## src/plt_pkg.sv

```systemverilog
// shared types, register codes and helpers for the plucker line transform
`default_nettype none

package plt_pkg;

    localparam int COORD_W    = 32;
    localparam int ROT_W      = 16;
    localparam int CFG_DATA_W = 48;
    localparam int CFG_IDX_W  = 3;

    // product and sum widths inside the datapath
    localparam int PROD_W     = COORD_W + ROT_W;        // t*r, r*m, r*d
    localparam int DIFF_W     = PROD_W + 1;             // t*r - t*r
    localparam int DOT_W      = PROD_W + 2;             // sum of three products
    localparam int FRAC_R     = 14;                     // Q2.14 fraction bits
    localparam int FRAC_T     = 16;                     // Q16.16 fraction bits
    localparam int ROT_SUM_W  = DOT_W - FRAC_R;         // R m, R d after scaling
    localparam int ED_PROD_W  = 2 * COORD_W;            // e*d
    localparam int ED_TERM_W  = ED_PROD_W - FRAC_T;     // e*d after scaling
    localparam int ED_SUM_W   = ED_TERM_W + 2;
    localparam int SAT_IN_W   = 52;

    typedef logic signed [COORD_W-1:0] coord_t;
    typedef logic signed [ROT_W-1:0]   rot_ent_t;

    typedef enum logic [CFG_IDX_W-1:0] {
        REG_ROT_ROW_0 = 3'd0,
        REG_ROT_ROW_1 = 3'd1,
        REG_ROT_ROW_2 = 3'd2,
        REG_TRANS_X   = 3'd3,
        REG_TRANS_Y   = 3'd4,
        REG_TRANS_Z   = 3'd5
    } cfg_reg_t;

    // rigid pose: rot[i][j] is row i, column j
    typedef struct packed {
        logic [2:0][2:0][ROT_W-1:0] rot;
        logic [2:0][COORD_W-1:0]    trans;
    } pose_t;

    // identity rotation, zero translation
    localparam logic [9*ROT_W-1:0] ROT_IDENT =
        144'h4000_0000_0000_0000_4000_0000_0000_0000_4000;
    localparam pose_t POSE_RESET = '{rot: ROT_IDENT, trans: '0};

    // clamp a wide signed value to signed 32 bits
    function automatic coord_t sat32(input logic signed [SAT_IN_W-1:0] v);
        logic signed [SAT_IN_W-1:0] max_v;
        logic signed [SAT_IN_W-1:0] min_v;
        max_v = SAT_IN_W'($signed({1'b0, {(COORD_W-1){1'b1}}}));
        min_v = SAT_IN_W'($signed({1'b1, {(COORD_W-1){1'b0}}}));
        if (v > max_v)
        begin
            sat32 = {1'b0, {(COORD_W-1){1'b1}}};
        end
        else if (v < min_v)
        begin
            sat32 = {1'b1, {(COORD_W-1){1'b0}}};
        end
        else
        begin
            sat32 = v[COORD_W-1:0];
        end
    endfunction

endpackage

`default_nettype wire

```

## src/plt_cfg.sv

```systemverilog
// pose configuration registers with write decode
`default_nettype none

module plt_cfg
    import plt_pkg::*;
(
    input  wire logic                  clk,
    input  wire logic                  rst_n,
    input  wire logic                  cfg_we,
    input  wire logic [CFG_IDX_W-1:0]  cfg_index,
    input  wire logic [CFG_DATA_W-1:0] cfg_wdata,
    output pose_t                      pose
);

    pose_t pose_reg;
    pose_t pose_next;

    // write decode, unknown indexes are dropped
    always_comb
    begin
        pose_next = pose_reg;
        if (cfg_we)
        begin
            case (cfg_index)
                REG_ROT_ROW_0:
                begin
                    for (int j = 0; j < 3; j++)
                    begin
                        pose_next.rot[0][j] = cfg_wdata[ROT_W*j +: ROT_W];
                    end
                end
                REG_ROT_ROW_1:
                begin
                    for (int j = 0; j < 3; j++)
                    begin
                        pose_next.rot[1][j] = cfg_wdata[ROT_W*j +: ROT_W];
                    end
                end
                REG_ROT_ROW_2:
                begin
                    for (int j = 0; j < 3; j++)
                    begin
                        pose_next.rot[2][j] = cfg_wdata[ROT_W*j +: ROT_W];
                    end
                end
                REG_TRANS_X: pose_next.trans[0] = cfg_wdata[COORD_W-1:0];
                REG_TRANS_Y: pose_next.trans[1] = cfg_wdata[COORD_W-1:0];
                REG_TRANS_Z: pose_next.trans[2] = cfg_wdata[COORD_W-1:0];
                default:     pose_next = pose_reg;
            endcase
        end
    end

    // pose storage, identity after reset
    always_ff @(posedge clk or negedge rst_n)
    begin
        if (!rst_n)
        begin
            pose_reg <= POSE_RESET;
        end
        else
        begin
            pose_reg <= pose_next;
        end
    end

    assign pose = pose_reg;

endmodule

`default_nettype wire
```

## config.mk

```make
export PLATFORM = sky130hd
export DESIGN_NAME = plt_cfg
export DESIGN_NICKNAME = d
export VERILOG_FILES = /design/src/plt_pkg.sv /design/src/plt_cfg.sv
export SDC_FILE = /design/constraint.sdc
export NUM_CORES = 1
export LEC_CHECK = 0
export BUFFER_PORTS_ARGS = -buffer_cell sky130_fd_sc_hd__buf_2
export CORE_AREA = 8 8 151 138
export DETAILED_ROUTE_END_ITERATION = 7
export DIE_AREA = 0 0 159 146
export PLACE_DENSITY = 0.9
export SLEW_MARGIN = 10
export SYNTH_ARGS = -nofsm -noshare
export SYNTH_HDL_FRONTEND = slang
export SYNTH_SLANG_ARGS = --single-unit
```

## constraint.sdc

```tcl
create_clock -name clk -period 1.1 [get_ports clk]
set_clock_uncertainty 0.15 [all_clocks]
set_input_delay 0.055 -clock clk [delete_from_list [all_inputs] [get_ports clk]]
set_output_delay 0.055 -clock clk [all_outputs]
set_load 0.03 [all_outputs]
```

==> results of run 1 <==
[timing repair]
action	4_1_cts	5_1_grt
resized for setup	480	32
setup buffers	74	76
hold endpoints to repair	480	22
pin swaps	0	1
endpoints found under the setup margin	240	281
[placed cells by master (no fill, tap or decap), drive strengths merged]
| cell type | count |
|---|---|
| buf | 458 |
| and4bb | 2 |
| dfstp | 3 |
| mux2 | 240 |
| clkbuf | 42 |
| dfrtp | 237 |
| nor4b | 1 |
| nand4b | 2 |
| nor4bb | 1 |
| clkinv | 2 |
| dlygate4sd3 | 49 |
[through the flow]
step           TNS [ps]  cell area [µm²]  utilization, %  instances
6_report         -43210            15200            83.6       1282
4_1_cts          -41700            14600            80.3       1218
3_3_place_gp     -72160            11300            61.9       1051
3_5_place_dp     -80560            11300            61.9       1051
2_1_floorplan    -18350             9340               -        511
5_1_grt          -49260            15200            83.6       1282
[Yosys cell counts]
| master | count |
|---|---|
| buf_4 | 1 |
| dfrtp_1 | 237 |
| mux2_1 | 37 |
| dfstp_2 | 3 |
| buf_2 | 13 |
| nand4b_1 | 2 |
| nor4bb_1 | 1 |
| and4bb_1 | 2 |
| nor4b_2 | 1 |
| mux2_2 | 163 |
| mux2_4 | 40 |
| buf_6 | 11 |
[metal layers]
layer / GRT usage (%) / wire (µm) / vias to the layer above
met5: 0 / 0 / -
met4: 9.47 / 1250 / 0
met3: 7.58 / 2560 / 86
met2: 48.1 / 18600 / 353
met1: 31.5 / 13100 / 3692
li1: - / - / 2820
[cell families after synthesis]
logic type	share of synthesized area [%]
DFF	65.8
and+or+nand+nor	0.740
muxes	31.3
buffers and inverters	2.15
[worst max-delay path by stage]
stage / start / endpoint / cells past startpoint
final: pose[238] / pose[238] / 1
after CTS: pose[110] / pose[110] / 1
after global routing: pose[174] / pose[174] / 1
after detailed placement: cfg_index[0] / pose[128] / 4
after floorplan: cfg_index[0] / pose[112] / 4
after global placement: cfg_index[0] / pose[105] / 4
[power by group]
group	switching, mW	internal, mW	leakage (nW)
combinational	7.05	7.14	4.06
clock	3.59	4.79	0.390
sequential	1.87	10.8	2.88
total	12.5	22.7	7.32
[cell type report]
class                      count  area (µm²)
fill                         737        3000
sequential                   240        6010
multi-input combinational    246        3160
clock inverter                 2        13.8
tap                          245         307
timing repair buffer         507        4960
clock buffer                  42         779
==> results.md, run 1 <==
* Largest register FFs at 240
* Layout area overhead at 66.9%
* Die ar. at 23,200 µm²
* Synth top area share at 65.0%
* DRT iter0 DRCs at 347
* Standard-cell rows at 47
* Skew-Pair Late Insertion Delay at 500 ps
* Total grt overflow at 0
* Final WL at 35.5 mm
* Final hold slack at -137 ps
* Nets at 1,073
* Final period util at 128%
* R2R setup slack at -110 ps
* CTS tree: built
* Max frequency at 710 MHz
* Final Power at 35.3 mW
* Sequential area share after synthesis at between 60% and 70%
* Reg2reg start: pose[207]
* Tot GR Track Use at 27.3%
* Maximum vdd drop at between 0.0015 and 0.002 V
* H-tree Lvls at 1
* Setup WS pre-CTS at -451 ps
* First-pass GRT wire length at about 49 mm
* Library cells used by synthesis at 12
* Vias/cell at 5.42
* Drt first pass iters at 4
* Placer Congestion at 0.769
* DR DRC count at 0
* CP max-delay cell: dfstp_2
* I/O Buffers at 293
* Power Density at 2310 nW/µm²
* Reg clk slew, reported paths at 70 ps
* Critical path arrival at 1200 ps
* Setup ws final at -308 ps
* Tmin final at about 1400 ps
* Largest net degree at the start of global routing at 46
* Slew @ Worst Pin at 348 ps
* CTS Root Buffer Type: clkbuf_16
* Vias in the first global route at 7,609
* Yosys warns at 0
* Syn Inst Count at 511
* CTS buffer count at 24
* Violated checks: negative hold slack, negative setup slack
* Largest stage delay, worst path at 550 ps
* Critical path data required time at 890 ps
* Bufs and invs on worst path at 1
* R2R cell count at 3
* Initial antenna violation count at 0
* Critical path endpoint category: primary output
* Count of final setup violators at 269
* Max cap viols at 0
* Die Span Y at 146 µm
* Dpl hpwl at 17.5 mm
* I/O pin count at 294
* Chip width at 159 µm
* CP max FO at 2
* Share of cells above drive strength 1 at just under 70%
* # diodes at 0
* Yosys reg bits at 240
* RSZ-0062 raised after global routing: true
* Total clock sinks at 240
* Max-slew headroom at 76.8%
* Net Count, Synth at 565
* Leading area contributor after synthesis: dfrtp_1
* Reg2Reg Capture Point: pose[207]
* CP top delay family: flip-flops
* Drt wl/cell at between 20 and 30 µm
* Startpoint class of the critical path: register
* Routed Antenna Nets at 0
* Status: finished, violations left
* Final Hold Vio Count at 22
* Clock Path Buffers at 3
* Worst Hold Class: primary input to async pin
* Critical-path cell list: buf_6
* Core area at roughly 18,000 µm²
* Via count at 6,951
* Worst Path Class, Setup: register to primary output
* P_leak at around 7.3 nW
* Dominant cells by area after synthesis: dfrtp_1 (65%), mux2_2 (20%), mux2_4 (6.6%), mux2_1 (4.6%), buf_6 (1.4%)
* Mapped Avg Cell Area at around 18 µm²
* CTS Hold Bufs at 49
* Max-slew violation count at 0
* Post-Syn Area at roughly 9000 µm²
* Starting density of the core at approximately 50%
No activity file was read; power rests on OpenSTA's default activity.
==> run 2: changes to the inputs <==
--- a/config.mk
+++ b/config.mk
@@ -5,6 +5,7 @@
 export SDC_FILE = /design/constraint.sdc
 export NUM_CORES = 1
 export LEC_CHECK = 0
+export ABC_CLOCK_PERIOD_IN_PS = 1100
 export BUFFER_PORTS_ARGS = -buffer_cell sky130_fd_sc_hd__buf_2
 export CORE_AREA = 8 8 151 138
 export DETAILED_ROUTE_END_ITERATION = 7
==> constraint.sdc (replaced) <==
create_clock -name clk -period 1.1 [get_ports clk]
set_clock_uncertainty 0.15 [all_clocks]
set_input_delay 0.11 -clock clk [delete_from_list [all_inputs] [get_ports clk]]
set_output_delay 0.11 -clock clk [all_outputs]
set_load 0.03 [all_outputs]
==> results.md, run 2 (same netlist as run 1, synthesis figures left out) <==
* # diodes at 0 (unchanged)
* Die Span Y at 146 µm (unchanged)
* Drt wl/cell at 28.1 µm (+1.4%)
* Total grt overflow at 0 (unchanged)
* H-tree Lvls at 1 (unchanged)
* Standard-cell rows at 47 (unchanged)
* Nets at 1,098 (+2.3%)
* Worst Hold Class: primary input to async pin
* CTS Hold Bufs at 49 (unchanged)
* Final WL at 36.7 mm (+3.2%)
* Reg2reg start: pose[82]
* Drt first pass iters at 4 (unchanged)
* I/O Buffers at 293 (unchanged)
* Vias in the first global route at 7,876 (+3.5%)
* Core area at 18,200 µm² (unchanged)
* Commonest non-fill, non-tap cell in the layout: buf_6
* Most frequent cells in the layout: buf_6 (266), dfrtp_1 (237), buf_4 (147)
* CTS tree: built
* Final period util at 133% (+5.2 points)
* Vias/cell at 5.37 (-0.94%)
* Final hold slack at -44.0 ps (+92.8 ps)
* Net Sw Power at 12.5 mW (+0.19%)
* Max-slew headroom at 74.3% (-2.5 points)
* Non-Filler Instances at 1,305 (+1.8%)
* Clock Path Buffers at 3 (unchanged)
* RSZ-0062 raised after global routing: true
* DR DRC count at 0 (unchanged)
* Tot GR Track Use at 27.9% (+0.58 points)
* TNS Setup at -55,720 ps (-12,520 ps)
* CP max FO at 2 (unchanged)
* Critical path arrival at 1200 ps (about the same)
* Fill count at 742 (+0.68%)
* Count of final setup violators at 275 (+2.2%)
* CTS buffer count at 25 (+4.2%)
* Startpoint class of the critical path: register
* Critical path endpoint category: primary output
* Chip width at 159 µm (unchanged)
* Inst Count DP at 1,054 (+0.29%)
* Skew-Pair Late Insertion Delay at 510 ps (about the same)
* Tmin final at 1460 ps (+56.7 ps)
* Critical-path cell list: buf_6
* Combinational share of power at 40.8% (+0.5 points)
* Max frequency at 683 MHz (-3.9%)
* Die ar. at 23,200 µm² (unchanged)
* Starting density of the core at 50.1% (unchanged)
* I/O pin count at 294 (unchanged)
* Setup crit start: pose[238]
* Initial antenna violation count at 0 (unchanged)
* Slew @ Worst Pin at 386 ps (+37.9 ps)
* Switching share of power at 35.5% (-0.038 points)
* Largest net degree at the start of global routing at 42 (-8.7%)
* P_int at 22.8 mW (+0.36%)
* DRT iter0 DRCs at 277 (-20%)
* Power Density at 2280 nW/µm² (-1.6%)
* Sequential group share of total power at 35.7% (-0.2 points)
* Bufs and invs on worst path at 1 (unchanged)
* Violated checks: negative hold slack, negative setup slack
* Final Hold Vio Count at 22 (unchanged)
* Reg clk slew, reported paths at 70 ps (about the same)
* Dpl hpwl at 17.3 mm (-1.1%)
* Clock power frac at 23.4% (-0.4 points)
* Via count at 7,009 (+0.83%)
* Largest register FFs at 240 (unchanged)
* CP max-delay cell: dfstp_2
* Critical path data required time at 840 ps (-50 ps)
* Multi-input gate area at 3180 µm² (+0.48%)
* Max-slew violation count at 0 (unchanged)
* Reg area at 6010 µm² (unchanged)
* Setup WS pre-CTS at -542 ps (-91.1 ps)
* Share of cells above drive strength 1 at 70.4% (+1.1 points)
* P_leak at 7.48 nW (+2.1%)
* Placer Congestion at 0.767 (-0.25%)
* Setup ws final at -364 ps (-56.7 ps)
* Status: finished, violations left
* Largest stage delay, worst path at 550 ps (about the same)
* CP top delay family: flip-flops
* Routed Antenna Nets at 0 (unchanged)
* Maximum vdd drop at 0.00178 V (+5.9%)
* Worst Path Class, Setup: register to primary output
* CTS Root Buffer Type: clkbuf_16
* Layout area overhead at 70.1%
* Final Power at 35.4 mW (+0.30%)
* Total clock sinks at 240 (unchanged)
* Max cap viols at 0 (unchanged)
* First-pass GRT wire length at 50.6 mm (+2.3%)
==> run 2: metrics by stage <==
| step | util (%) | area [µm²] |
|---|---|---|
| final | 85.1 | 15500 |
| after global routing | 85.1 | 15500 |
| after CTS | 81.1 | 14800 |
| after detailed placement | 62.0 | 11300 |
| after global placement | 62.0 | 11300 |
| after floorplan | - | 9380 |
==> run 2: path summary, 6_finish.rpt <==
check	to	slack, ps	cells after the start
worst max-delay path	pose[238]	-360	1
worst min-delay path	pose[175]	-40	2
worst max register to register	pose[82]	-140	3
worst min register to register	pose[118]	380	1
max in group asynchronous	pose[75]	300	3
min in group clk	pose[48]	130	5
==> run 2: area by class of cell <==
cell class | count | share of cell area (%)
flip-flops and latches | 240 | 38.7
repair buffers | 531 | 33.8
clock buffers | 35 | 4.53
clock inverters | 8 | 0.476
well taps | 245 | 1.98
multi-input cells | 246 | 20.5
==> run 2: power by group through the flow <==
stage               Sequential (mW)  Combinational, mW  Clock, mW
finish                         12.6               14.4       8.29
global route                   12.8               14.9       8.73
CTS                            12.3               13.0       8.17
detailed placement             12.0               9.38          0
global placement               11.9               9.16          0
floorplan                      15.8               2.20          0
==> run 2: metal layers <==
metal	part of all wire (%)	up-vias	wire length [µm]	GRT usage [%]
li1	-	2879	-	-
met2	51	389	18900	48.2
met5	0	-	0	0
met4	3.7	0	1360	11.3
met3	8.4	87	3060	9.22
met1	36	3654	13400	31.3
==> run 2: timing repair <==
item,in CTS,in global routing
gates resized for setup,483,41
gates cloned,2,5
pin swaps,1,2
endpoints found under the hold margin,480,22
setup endpoints to repair,248,293
setup buffers,87,74
==> run 2: worst register-to-register path, delay by kind of cell (launching register included) <==
kind / cells / cell delay [ps]
buffers and inverters: 2 / 280
flip-flops: 1 / 420
multiplexers: 1 / 270
==> run 3: changes to the inputs <==
--- a/config.mk
+++ b/config.mk
@@ -11,6 +11,7 @@
 export DETAILED_ROUTE_END_ITERATION = 7
 export DIE_AREA = 0 0 159 146
 export PLACE_DENSITY = 0.9
+export RECOVER_POWER = 50
 export SLEW_MARGIN = 10
 export SYNTH_ARGS = -nofsm -noshare
 export SYNTH_HDL_FRONTEND = slang
==> results.md, run 3 (same netlist as run 1, synthesis figures left out) <==
* Status: finished, violations left
* Violated checks: negative setup slack
* Vias in the first global route at 7,876 (unchanged)
* Clock power frac at 23.4% (about the same)
* DR DRC count at 0 (unchanged)
* RSZ-0062 raised after global routing: true
* P_int at 22.8 mW (about the same)
* Setup ws final at -363 ps (+1.64 ps)
* Critical path data required time at 840 ps (about the same)
* CTS Hold Bufs at 49 (unchanged)
* Final hold slack at 85.5 ps (+130 ps)
* CP max FO at 2 (unchanged)
* Multi-input gate area at 3180 µm² (unchanged)
* Nets at 1,098 (unchanged)
* Total clock sinks at 240 (unchanged)
* Reg clk slew, reported paths at 70 ps (about the same)
* P_leak at 7.47 nW (-0.14%)
* Placer Congestion at 0.767 (unchanged)
* Worst Path Class, Setup: register to primary output
* Commonest non-fill, non-tap cell in the layout: buf_6
* Reg2reg start: pose[82]
* # diodes at 0 (unchanged)
* Dpl hpwl at 17.3 mm (unchanged)
* Chip width at 159 µm (unchanged)
* Placement Cell Area at 11,300 µm² (unchanged)
* Setup crit start: pose[238]
* Initial antenna violation count at 0 (unchanged)
* Max cap viols at 0 (unchanged)
* Non-Filler Instances at 1,305 (unchanged)
* Tot GR Track Use at 27.9% (unchanged)
* Routed Antenna Nets at 0 (unchanged)
* Setup WS pre-CTS at -542 ps (unchanged)
* R2R cell count at 3 (unchanged)
* Skew-Pair Late Insertion Delay at 510 ps (about the same)
* Starting density of the core at 50.1% (unchanged)
* Share of cells above drive strength 1 at 70.4% (unchanged)
* Final WL at 36.7 mm (about the same)
* Design Area, Final at 15,500 µm² (-0.17%)
* Largest stage delay, worst path at 550 ps (about the same)
* CP max-delay cell: dfstp_2
* Vias/cell at 5.38 (+0.14%)
* Via count at 7,019 (+0.14%)
* TNS Setup at -55,620 ps (+109 ps)
* Power Density at 2280 nW/µm² (+0.12%)
* Maximum vdd drop at 0.00179 V (+0.17%)
* Worst Hold Class: primary input to async pin
* Max frequency at 684 MHz (+0.11%)
* CTS tree: built
* CTS Root Buffer Type: clkbuf_16
* Bufs and invs on worst path at 1 (unchanged)
* Standard-cell rows at 47 (unchanged)
* Reg2Reg Capture Point: pose[82]
* Final Hold Vio Count at 0 (-100%)
* Drt wl/cell at 28.1 µm (about the same)
* Core area at 18,200 µm² (unchanged)
* Total grt overflow at 0 (unchanged)
* CTS buffer count at 25 (unchanged)
* Combinational share of power at 40.8% (about the same)
* Switching share of power at 35.5% (about the same)
* Critical path endpoint category: primary output
* Largest net degree at the start of global routing at 42 (unchanged)
* I/O pin count at 294 (unchanged)
* Final Power at 35.3 mW (about the same)
* First-pass GRT wire length at 50.6 mm (unchanged)
* Reg area at 6010 µm² (unchanged)
* Tmin final at 1460 ps (-1.64 ps)
* Final period util at 133% (-0.15 points)
* Critical path arrival at 1200 ps (about the same)
* Utilization after layout at 85.0% (-0.14 points)
* Layout area overhead at 69.8%
* Inst Count DP at 1,054 (unchanged)
* Slew @ Worst Pin at 679 ps (+294 ps)
* I/O Buffers at 293 (unchanged)
* Fill count at 746 (+0.54%)
* CP top delay family: flip-flops
* Most frequent cells in the layout: buf_6 (267), dfrtp_1 (237), buf_4 (142)
* DRT iter0 DRCs at 283 (+2.2%)
* Max-slew violation count at 0 (unchanged)
* Die ar. at 23,200 µm² (unchanged)
* Max-slew headroom at 54.7% (-20 points)
* Critical-path cell list: buf_6
* Sequential group share of total power at 35.7% (about the same)
* H-tree Lvls at 1 (unchanged)
* Die Span Y at 146 µm (unchanged)
* Startpoint class of the critical path: register
* R2R setup slack at -140 ps (about the same)
* Largest register FFs at 240 (unchanged)
* Net Sw Power at 12.5 mW (about the same)
* Drt first pass iters at 4 (unchanged)
* Clock Path Buffers at 3 (unchanged)
* Count of final setup violators at 276 (+0.36%)
==> run 3: changes by cell type in the layout (fill, tap and decap cells not counted), sizes merged <==
cell,before,now
buf,478,474
clkbuf,39,43
==> run 3: worst max-delay path by stage <==
stage / to / slack, ps / cells after the start
finish: pose[238] / -360 / 1
CTS: pose[174] / -360 / 1
floorplan: pose[112] / -210 / 4
global route: pose[174] / -390 / 1
detailed placement: pose[111] / -540 / 4
global placement: pose[61] / -500 / 5
==> run 3: power groups by stage <==
stage	combinational, mW	clock, mW	sequential, mW
2_1_floorplan	2.20	0	15.8
3_3_place_gp	9.16	0	11.9
3_5_place_dp	9.38	0	12.0
4_1_cts	13.0	8.17	12.3
5_1_grt	14.9	8.73	12.8
6_report	14.4	8.28	12.6
==> run 3: cell type report <==
type                       instances  share of cell area (%)
tap                              245                    1.98
clock inverter                     8                   0.476
multi-input combinational        246                    20.5
timing repair buffer             531                    33.7
sequential                       240                    38.8
clock buffer                      35                    4.54
==> run 3: per-layer routing <==
metal / wire length (µm) / GRT usage (%)
met4: 1340 / 11.3
met5: 0 / 0
met1: 13300 / 31.3
met3: 3100 / 9.22
met2: 18900 / 48.2
==> run 3: what timing repair did <==
| action | CTS | global route |
|---|---|---|
| gates resized for setup | 483 | 41 |
| cloned | 2 | 5 |
| endpoints found under the setup margin | 248 | 293 |
| pin swaps | 1 | 2 |
| hold endpoints to repair | 480 | 22 |
| buffers inserted | 87 | 74 |
